## src/rtl/core/isc_pkg.sv

```systemverilog
// Package for the indexed stack with compaction.
// Holds request codes, status codes and the sequencer state type.
// No dependencies.
package isc_pkg;

    // Request codes
    localparam logic [2:0] MODE_PUSH      = 3'd0;
    localparam logic [2:0] MODE_POP       = 3'd1;
    localparam logic [2:0] MODE_GET       = 3'd2;
    localparam logic [2:0] MODE_SET       = 3'd3;
    localparam logic [2:0] MODE_ERASE     = 3'd4;
    localparam logic [2:0] MODE_ERASE_RUN = 3'd5;
    localparam logic [2:0] MODE_BACK      = 3'd6;
    localparam logic [2:0] MODE_CLEAR     = 3'd7;

    // Status codes
    localparam logic [1:0] STATUS_OK    = 2'd0;
    localparam logic [1:0] STATUS_BOUND = 2'd1;
    localparam logic [1:0] STATUS_FULL  = 2'd2;

    localparam int VALUE_W = 64;
    localparam int FILL_W  = 5;

    typedef enum logic [4:0] {
        ST_IDLE   = 5'b00001,
        ST_EXEC   = 5'b00010,
        ST_RDWAIT = 5'b00100,
        ST_SHIFT  = 5'b01000,
        ST_RESP   = 5'b10000
    } state_t;

endpackage

```

## src/rtl/core/isc_ram.sv

```systemverilog
// Generic single-port-write, single-port-read RAM with registered read.
// No dependencies.
module isc_ram #(
    parameter int WIDTH = 64,
    parameter int DEPTH = 16
) (
    input  logic                     clk,
    input  logic                     we,
    input  logic [$clog2(DEPTH)-1:0] waddr,
    input  logic [WIDTH-1:0]         wdata,
    input  logic                     re,
    input  logic [$clog2(DEPTH)-1:0] raddr,
    output logic [WIDTH-1:0]         rdata
);

    logic [WIDTH-1:0] mem [DEPTH];

    always_ff @(posedge clk)
    begin
        if (we)
        begin
            mem[waddr] <= wdata;
        end
        if (re)
        begin
            rdata <= mem[raddr];
        end
    end

endmodule

```

## src/rtl/core/indexed_stack_with_compaction.sv

```systemverilog
// Top level of the indexed stack with compaction: fixed-capacity vector of
// 64-bit entries kept in one RAM. Depends on isc_pkg and isc_ram.
//
//   channel | valid     | stall     | payload
//   --------+-----------+-----------+-----------------------------------------
//   request | req_valid | req_stall | mode, position, erase_count, item_value
//   result  | rsp_valid | rsp_stall | read_value, status, fill_count, is_empty
//
// One request is in work at a time. Every request passes through the exec and
// response states; get and back also pass the read-wait state for the RAM read.
// Erase moves each later entry down through the RAM read/write ports, one
// entry per cycle, in the shift state before the response state.
// Reset clears the fill count and control state; the entries themselves are
// not cleared, since only entries below the fill count are ever read.
// A stalled result sits in the output register while the next request is
// taken; the sequencer holds in its response state until that register frees.
module indexed_stack_with_compaction #(
    parameter int CAPACITY = 16
) (
    input  logic        clk,
    input  logic        rst_n,

    input  logic        req_valid,
    output logic        req_stall,
    input  logic [2:0]  mode,
    input  logic [3:0]  position,
    input  logic [4:0]  erase_count,
    input  logic [63:0] item_value,

    output logic        rsp_valid,
    input  logic        rsp_stall,
    output logic [63:0] read_value,
    output logic [1:0]  status,
    output logic [4:0]  fill_count,
    output logic        is_empty
);

    // Count width holds 0..CAPACITY; address width indexes the entries.
    // Comparison width covers position + erase_count and the count.
    localparam int CW = $clog2(CAPACITY + 1);
    localparam int AW = $clog2(CAPACITY);
    localparam int XW = ((CW > 5) ? CW : 5) + 1;

    isc_pkg::state_t state_reg, state_next;

    logic [2:0]                     mode_reg;
    logic [3:0]                     pos_reg;
    logic [4:0]                     cut_reg;
    logic [isc_pkg::VALUE_W-1:0]    item_reg;

    logic [CW-1:0] count_reg, count_next;
    logic [CW-1:0] src_reg, src_next;
    logic [CW-1:0] dst_reg, dst_next;
    logic          pend_reg, pend_next;

    logic [isc_pkg::VALUE_W-1:0] res_value_reg, res_value_next;
    logic [1:0]                  res_status_reg, res_status_next;

    logic                        rsp_valid_reg;
    logic [isc_pkg::VALUE_W-1:0] read_value_reg;
    logic [1:0]                  status_reg;
    logic [isc_pkg::FILL_W-1:0]  fill_reg;
    logic                        empty_reg;

    // RAM port signals
    logic                        ram_we;
    logic [AW-1:0]               ram_waddr;
    logic [isc_pkg::VALUE_W-1:0] ram_wdata;
    logic                        ram_re;
    logic [AW-1:0]               ram_raddr;
    logic [isc_pkg::VALUE_W-1:0] ram_rdata;

    logic [XW-1:0] pos_x, cut_x, count_x, cap_x, end_x;
    logic [CW-1:0] count_dec;
    logic          req_xfer, rsp_xfer, rsp_load, issue;

    isc_ram #(
        .WIDTH (isc_pkg::VALUE_W),
        .DEPTH (CAPACITY)
    ) u_store (
        .clk   (clk),
        .we    (ram_we),
        .waddr (ram_waddr),
        .wdata (ram_wdata),
        .re    (ram_re),
        .raddr (ram_raddr),
        .rdata (ram_rdata)
    );

    assign req_stall = (state_reg != isc_pkg::ST_IDLE);
    assign req_xfer  = req_valid && !req_stall;
    assign rsp_xfer  = rsp_valid_reg && !rsp_stall;
    // Load the output register when it is empty or being drained this cycle.
    assign rsp_load  = (state_reg == isc_pkg::ST_RESP) && (!rsp_valid_reg || !rsp_stall);

    assign pos_x     = XW'(pos_reg);
    assign cut_x     = XW'(cut_reg);
    assign count_x   = XW'(count_reg);
    assign cap_x     = XW'(CAPACITY);
    assign end_x     = pos_x + cut_x;
    assign count_dec = count_reg - CW'(1);
    // Another entry remains to move while the source is below the count.
    assign issue     = (src_reg < count_reg);

    always_comb
    begin
        state_next      = state_reg;
        count_next      = count_reg;
        src_next        = src_reg;
        dst_next        = dst_reg;
        pend_next       = 1'b0;
        res_value_next  = res_value_reg;
        res_status_next = res_status_reg;
        ram_we          = 1'b0;
        ram_waddr       = count_reg[AW-1:0];
        ram_wdata       = item_reg;
        ram_re          = 1'b0;
        ram_raddr       = pos_x[AW-1:0];

        case (state_reg)
            isc_pkg::ST_IDLE:
            begin
                if (req_xfer)
                begin
                    state_next = isc_pkg::ST_EXEC;
                end
            end

            isc_pkg::ST_EXEC:
            begin
                res_value_next  = '0;
                res_status_next = isc_pkg::STATUS_OK;
                state_next      = isc_pkg::ST_RESP;
                case (mode_reg)
                    isc_pkg::MODE_PUSH:
                    begin
                        if (count_x >= cap_x)
                        begin
                            res_status_next = isc_pkg::STATUS_FULL;
                        end
                        else
                        begin
                            ram_we     = 1'b1;
                            ram_waddr  = count_reg[AW-1:0];
                            count_next = count_reg + CW'(1);
                        end
                    end
                    isc_pkg::MODE_POP:
                    begin
                        if (count_reg == '0)
                        begin
                            res_status_next = isc_pkg::STATUS_BOUND;
                        end
                        else
                        begin
                            count_next = count_dec;
                        end
                    end
                    isc_pkg::MODE_GET:
                    begin
                        if (pos_x >= count_x)
                        begin
                            res_status_next = isc_pkg::STATUS_BOUND;
                        end
                        else
                        begin
                            ram_re     = 1'b1;
                            ram_raddr  = pos_x[AW-1:0];
                            state_next = isc_pkg::ST_RDWAIT;
                        end
                    end
                    isc_pkg::MODE_SET:
                    begin
                        if (pos_x >= count_x)
                        begin
                            res_status_next = isc_pkg::STATUS_BOUND;
                        end
                        else
                        begin
                            ram_we    = 1'b1;
                            ram_waddr = pos_x[AW-1:0];
                        end
                    end
                    isc_pkg::MODE_ERASE:
                    begin
                        if (pos_x >= count_x)
                        begin
                            res_status_next = isc_pkg::STATUS_BOUND;
                        end
                        else
                        begin
                            src_next   = CW'(pos_x + XW'(1));
                            dst_next   = CW'(pos_x);
                            state_next = isc_pkg::ST_SHIFT;
                        end
                    end
                    isc_pkg::MODE_ERASE_RUN:
                    begin
                        if ((pos_x >= count_x) || (end_x > count_x))
                        begin
                            res_status_next = isc_pkg::STATUS_BOUND;
                        end
                        else if (cut_reg != '0)
                        begin
                            src_next   = CW'(end_x);
                            dst_next   = CW'(pos_x);
                            state_next = isc_pkg::ST_SHIFT;
                        end
                    end
                    isc_pkg::MODE_BACK:
                    begin
                        if (count_reg == '0)
                        begin
                            res_status_next = isc_pkg::STATUS_BOUND;
                        end
                        else
                        begin
                            ram_re     = 1'b1;
                            ram_raddr  = count_dec[AW-1:0];
                            state_next = isc_pkg::ST_RDWAIT;
                        end
                    end
                    isc_pkg::MODE_CLEAR:
                    begin
                        // Entries at or above the count are never read: drop the count only.
                        count_next = '0;
                    end
                    default:
                    begin
                        state_next = isc_pkg::ST_RESP;
                    end
                endcase
            end

            isc_pkg::ST_RDWAIT:
            begin
                res_value_next = ram_rdata;
                state_next     = isc_pkg::ST_RESP;
            end

            isc_pkg::ST_SHIFT:
            begin
                // Read the source, then write it to the gap in the following cycle.
                // Writes land strictly below every later read, so no hazard.
                if (issue)
                begin
                    ram_re    = 1'b1;
                    ram_raddr = src_reg[AW-1:0];
                    src_next  = src_reg + CW'(1);
                    pend_next = 1'b1;
                end
                if (pend_reg)
                begin
                    ram_we    = 1'b1;
                    ram_waddr = dst_reg[AW-1:0];
                    ram_wdata = ram_rdata;
                    dst_next  = dst_reg + CW'(1);
                end
                if (!issue && !pend_reg)
                begin
                    // The gap has closed: the write pointer now sits at the new count.
                    count_next = dst_reg;
                    state_next = isc_pkg::ST_RESP;
                end
            end

            isc_pkg::ST_RESP:
            begin
                if (rsp_load)
                begin
                    state_next = isc_pkg::ST_IDLE;
                end
            end

            default:
            begin
                state_next = isc_pkg::ST_IDLE;
            end
        endcase
    end

    // Control state
    always_ff @(posedge clk or negedge rst_n)
    begin
        if (!rst_n)
        begin
            state_reg     <= isc_pkg::ST_IDLE;
            count_reg     <= '0;
            pend_reg      <= 1'b0;
            rsp_valid_reg <= 1'b0;
        end
        else
        begin
            state_reg <= state_next;
            count_reg <= count_next;
            pend_reg  <= pend_next;
            if (rsp_load)
            begin
                rsp_valid_reg <= 1'b1;
            end
            else if (rsp_xfer)
            begin
                rsp_valid_reg <= 1'b0;
            end
        end
    end

    // Payload registers
    always_ff @(posedge clk)
    begin
        src_reg        <= src_next;
        dst_reg        <= dst_next;
        res_value_reg  <= res_value_next;
        res_status_reg <= res_status_next;
        if (req_xfer)
        begin
            mode_reg <= mode;
            pos_reg  <= position;
            cut_reg  <= (mode == isc_pkg::MODE_ERASE) ? 5'd1 : erase_count;
            item_reg <= item_value;
        end
        if (rsp_load)
        begin
            read_value_reg <= res_value_reg;
            status_reg     <= res_status_reg;
            fill_reg       <= count_x[isc_pkg::FILL_W-1:0];
            empty_reg      <= (count_reg == '0);
        end
    end

    assign rsp_valid  = rsp_valid_reg;
    assign read_value = read_value_reg;
    assign status     = status_reg;
    assign fill_count = fill_reg;
    assign is_empty   = empty_reg;

endmodule

```

## config.mk

```make
export PLATFORM = sky130hd
export DESIGN_NAME = indexed_stack_with_compaction
export DESIGN_NICKNAME = d
export VERILOG_FILES = /design/src/rtl/core/isc_pkg.sv /design/src/rtl/core/isc_ram.sv /design/src/rtl/core/indexed_stack_with_compaction.sv
export SDC_FILE = /design/constraint.sdc
export NUM_CORES = 2
export LEC_CHECK = 0
export BUFFER_PORTS_ARGS = -buffer_cell sky130_fd_sc_hd__buf_4
export CORE_MARGIN = 8
export CORE_UTILIZATION = 58
export DETAILED_ROUTE_END_ITERATION = 16
export HOLD_SLACK_MARGIN = 0.03
export PLACE_DENSITY = 0.85
export SETUP_SLACK_MARGIN = 0.05
export SYNTH_ARGS = -nofsm -noshare
export SYNTH_HDL_FRONTEND = slang
export SYNTH_HIERARCHICAL = 1
export SYNTH_SLANG_ARGS = --single-unit
```

## constraint.sdc

```tcl
create_clock -name clk -period 11 [get_ports clk]
set_input_delay 2.2 -clock clk [delete_from_list [all_inputs] [get_ports clk]]
set_output_delay 2.2 -clock clk [all_outputs]
set_load 0.05 [all_outputs]
```

==> impl_results.md <==
- Worst-Skew Late Latency: ~0.74 ns
- CTS Hold Bufs: 0
- Synth unique cells: 68
- Mapped cell area: between 50,000 and 60,000 sq um
- P&R area growth vs syn: 13.2%
- Slew @ Worst Pin: roughly 1.3 ns
- Worst hold endpoint: read_value[10]
- First-pass GRT wire length: about 190 mm
- Xor/xnor share of the synthesized area: 0.279%
- Endpoint class of the critical path: flop
- Grt total ovfl: 0
- Row count: around 110
- Met2 usage: 44.0%
- CTS root buffer: clkbuf_16
- I/O Pins: roughly 150
- Met3 GRT Util: approximately 5.9%
- Storage cell area: ~40,000 sq um
- Max_slew headroom: 15.2%
- Clock-pin slew on the worst setup and hold paths: roughly 0.06 ns
- GRT Max-Usage Layer: met2
- Initial Utilization: about three fifths
- Critical path class: reg2reg
- Pre-CTS setup slack: 5.23 ns
- Worst flop-to-flop path startpoint: count_reg[2]
- RSZ-0062 raised after global routing: false
- Layout cells sized above 1: between 20% and 30%
- Routed vias/inst: 6.75
- R2R Path End: u_store/rdata[42]
- Internal reg-to-reg setup slack: ~5.2 ns
- Critical hold path startpoint: res_value_reg[10]
- Largest register FFs: 1,024
- Kind of path behind the tightest hold check: reg2reg
- Critical path arrival: 6.24 ns
- Sequential power share: 48.3%
- Cell Int Power: around 9.3 mW
- Initial DRC count: about 4,400
- Synth area leader: edfxtp_1
- Simple-Gate Fraction of Synth Area: under 10%
- Count leader, synth: edfxtp_1
- Maximum Capacitance Violations: 0
- DRT Wirelength: 131 mm
- Sequential fraction of the synthesis area: between 70% and 80%
- Max Clk Rate: around 170 MHz
- Area taken by multi-input logic gates: 10,100 sq um
- Top_reg_cell synth: edfxtp_1
- Lkg Pwr: about 19 nW
- Final period utilization: a little over half
- Power per cell area: approximately 220 nW/um^2
- Sw Ratio: a little over a quarter
- Vias: about 26,000
- ANT nets after route: 0
- Synth Register Bits: 1,324
- Crit path launch type: flop
- WL/cell: ~33 microns
- Max Transition Viols Final: 0
- Clock tree buffer depth: 3
- Async SR Flop Fraction: 0.906%
- Reg2reg path depth: 11
- Number of buffers added on ports: between 150 and 200
- Fin nets: 2,748
- Routing usage on met1: around a third
- Largest net degree at the start of global routing: 71
- TritonCTS buffer count: 130
- Post-synth EDFFs: about 1,300
- Final Hold Fails: 0
- Postcts setup bufs: 0
- Clock tree sinks: 1,324
- GRT Total Usage: 26.6%
- Synth Warn #: 6
- Clock share of power: ~35%
- Peak VDD IR: 0.000152 V
- Post-route DRC: 0
- Synth top area share: roughly four fifths
- Largest family of logic cells by synthesized area: multiplexers
- Synth area leaders: edfxtp_1, mux4_2, nand2_1, a22oi_1, and2_1
- Die height: 311 microns
- Layout Skew: 0.0281 ns
- Data required, critical path: about 11 ns
- Tmin final: 5.75 ns
- Setup violations, final: 0
- Router iterations before antenna repair: 8
- Mean Syn Cell Area: between 20 and 25 sq um
- Most common library cells after synthesis: edfxtp_1, nand2_1, mux4_2
- CTS tree: yes
- Mapped Nets: between 2,000 and 3,000
- Max FO, Critical Path: between 50 and 60
- # fillers: between 5,000 and 6,000
- Post-synthesis cell count: roughly 2,400
- Post-synthesis mux area share: 11.6%
- Setup TNS: 0 ns
- Gate power share: around 17%
- Fin worst setup slack: roughly 5.2 ns
- DP Wirelength: between 60 and 70 mm
- Core area: about 86,000 sq um
- Status: finished clean
- Full die area: between 90,000 and 100,000 sq um
- Post_cts resized: 0
- NetSw: roughly 3.4 mW
- Largest register by flop count: u_store/mem
- Hold path depth: 0
- # H-tree levels: 4
- Placer Congestion: 0.933
- Complex-gate fraction of the synthesized area: around 3%
- Antenna violations before repair: 5
- Adder-cell area share of the yosys netlist: 0.587%
- Die W: 311 microns
- Vias in the first global route: about 27,000
==> cell families after synthesis <==
family / after synthesis
flip-flops: 1324
buffers and inverters: 136
multiplexers: 263
AO/OA/AOI/OAI: 214
AND/OR/NAND/NOR: 459
adder cells (fa/ha/maj): 23
XOR/XNOR: 16
==> worst max-delay path: stages, from the launching register on <==
cell	delay, ns
dfrtp_1	0.63
inv_1	0.19
ha_1	0.35
a21o_1	0.19
a31oi_1	0.18
o211a_1	0.40
a221o_4	0.83
buf_4	0.95
buf_4	0.74
mux4_2	0.60
a22oi_1	0.26
nand2_1	0.10
==> worst max-delay path by stage <==
stage,startpoint,end,slack (ns),depth (start not counted)
floorplan,count_reg[3],u_store/mem[0][0],3.41,10
global placement,count_reg[2],u_store/rdata[40],5.38,11
detailed placement,count_reg[2],u_store/rdata[19],5.23,11
CTS,count_reg[2],u_store/rdata[42],5.16,11
global route,count_reg[2],u_store/rdata[43],4.83,11
finish,count_reg[2],u_store/rdata[42],5.25,11
==> routing by layer <==
layer  vias to the layer above  part of all wire, %
met5                         -                0.040
met1                     13300                   33
met2                      2278                   49
met4                         6                  4.7
met3                       450                   12
li1                      10300                    -
==> power groups by stage <==
stage	Combinational [mW]	Clock (mW)	Sequential [mW]
after CTS	2.14	4.43	6.12
after floorplan	1.52	0	6.20
after global placement	1.98	0	6.21
after global routing	2.28	4.61	6.14
after detailed placement	2.07	0	6.22
final	2.16	4.39	6.13
==> layout make-up <==
| cell class | instances | share of cell area [%] |
|---|---|---|
| Antenna cell | 1 | 0.00440 |
| Clock buffer | 155 | 6.07 |
| Clock inverter | 76 | 1.24 |
| Inverter | 18 | 0.119 |
| Multi-Input combinational cell | 975 | 17.7 |
| Sequential cell | 1324 | 69.7 |
| Tap cell | 1155 | 2.54 |
| Timing Repair Buffer | 196 | 2.58 |
==> per-stage QoR <==
step	utilization [%]	total power, mW	cell area (sq um)	cells	hold slack, ns
6_report	65.9	12.7	56900	3900	0.413
5_1_grt	65.9	13.0	56900	3899	0.413
4_1_cts	65.9	12.7	56900	3899	0.415
3_5_place_dp	61.1	8.29	52800	3668	0.405
3_3_place_gp	61.1	8.19	52800	3668	0.405
2_1_floorplan	-	7.72	50300	2435	0.400
==> layout by cell type (no fill, tap or decap), types with 4 or more instances in the layout <==
| cell | instances |
|---|---|
| nand2b_1 | 6 |
| bufinv_16 | 10 |
| nor2_1 | 30 |
| a21oi_1 | 19 |
| ha_1 | 22 |
| nand3_1 | 13 |
| clkinv_2 | 21 |
| nor4_1 | 4 |
| clkinv_8 | 6 |
| nor2b_1 | 5 |
| buf_4 | 196 |
| xnor2_1 | 8 |
| clkbuf_16 | 135 |
| inv_1 | 17 |
| nor3_1 | 5 |
| xor2_1 | 8 |
| inv_6 | 5 |
| clkbuf_1 | 20 |
| nand2_1 | 288 |
| a22oi_1 | 133 |
| clkinvlp_4 | 5 |
| nor2_4 | 15 |
| o211ai_1 | 4 |
| mux4_2 | 256 |
| nand3b_1 | 4 |
| mux2i_1 | 5 |
| dfrtp_1 | 11 |
| clkinv_1 | 27 |
| o21ai_0 | 20 |
| nor3_2 | 5 |
| edfxtp_1 | 1312 |
| a21o_1 | 4 |
| and2_1 | 64 |
(Power assumes the default switching activity.)
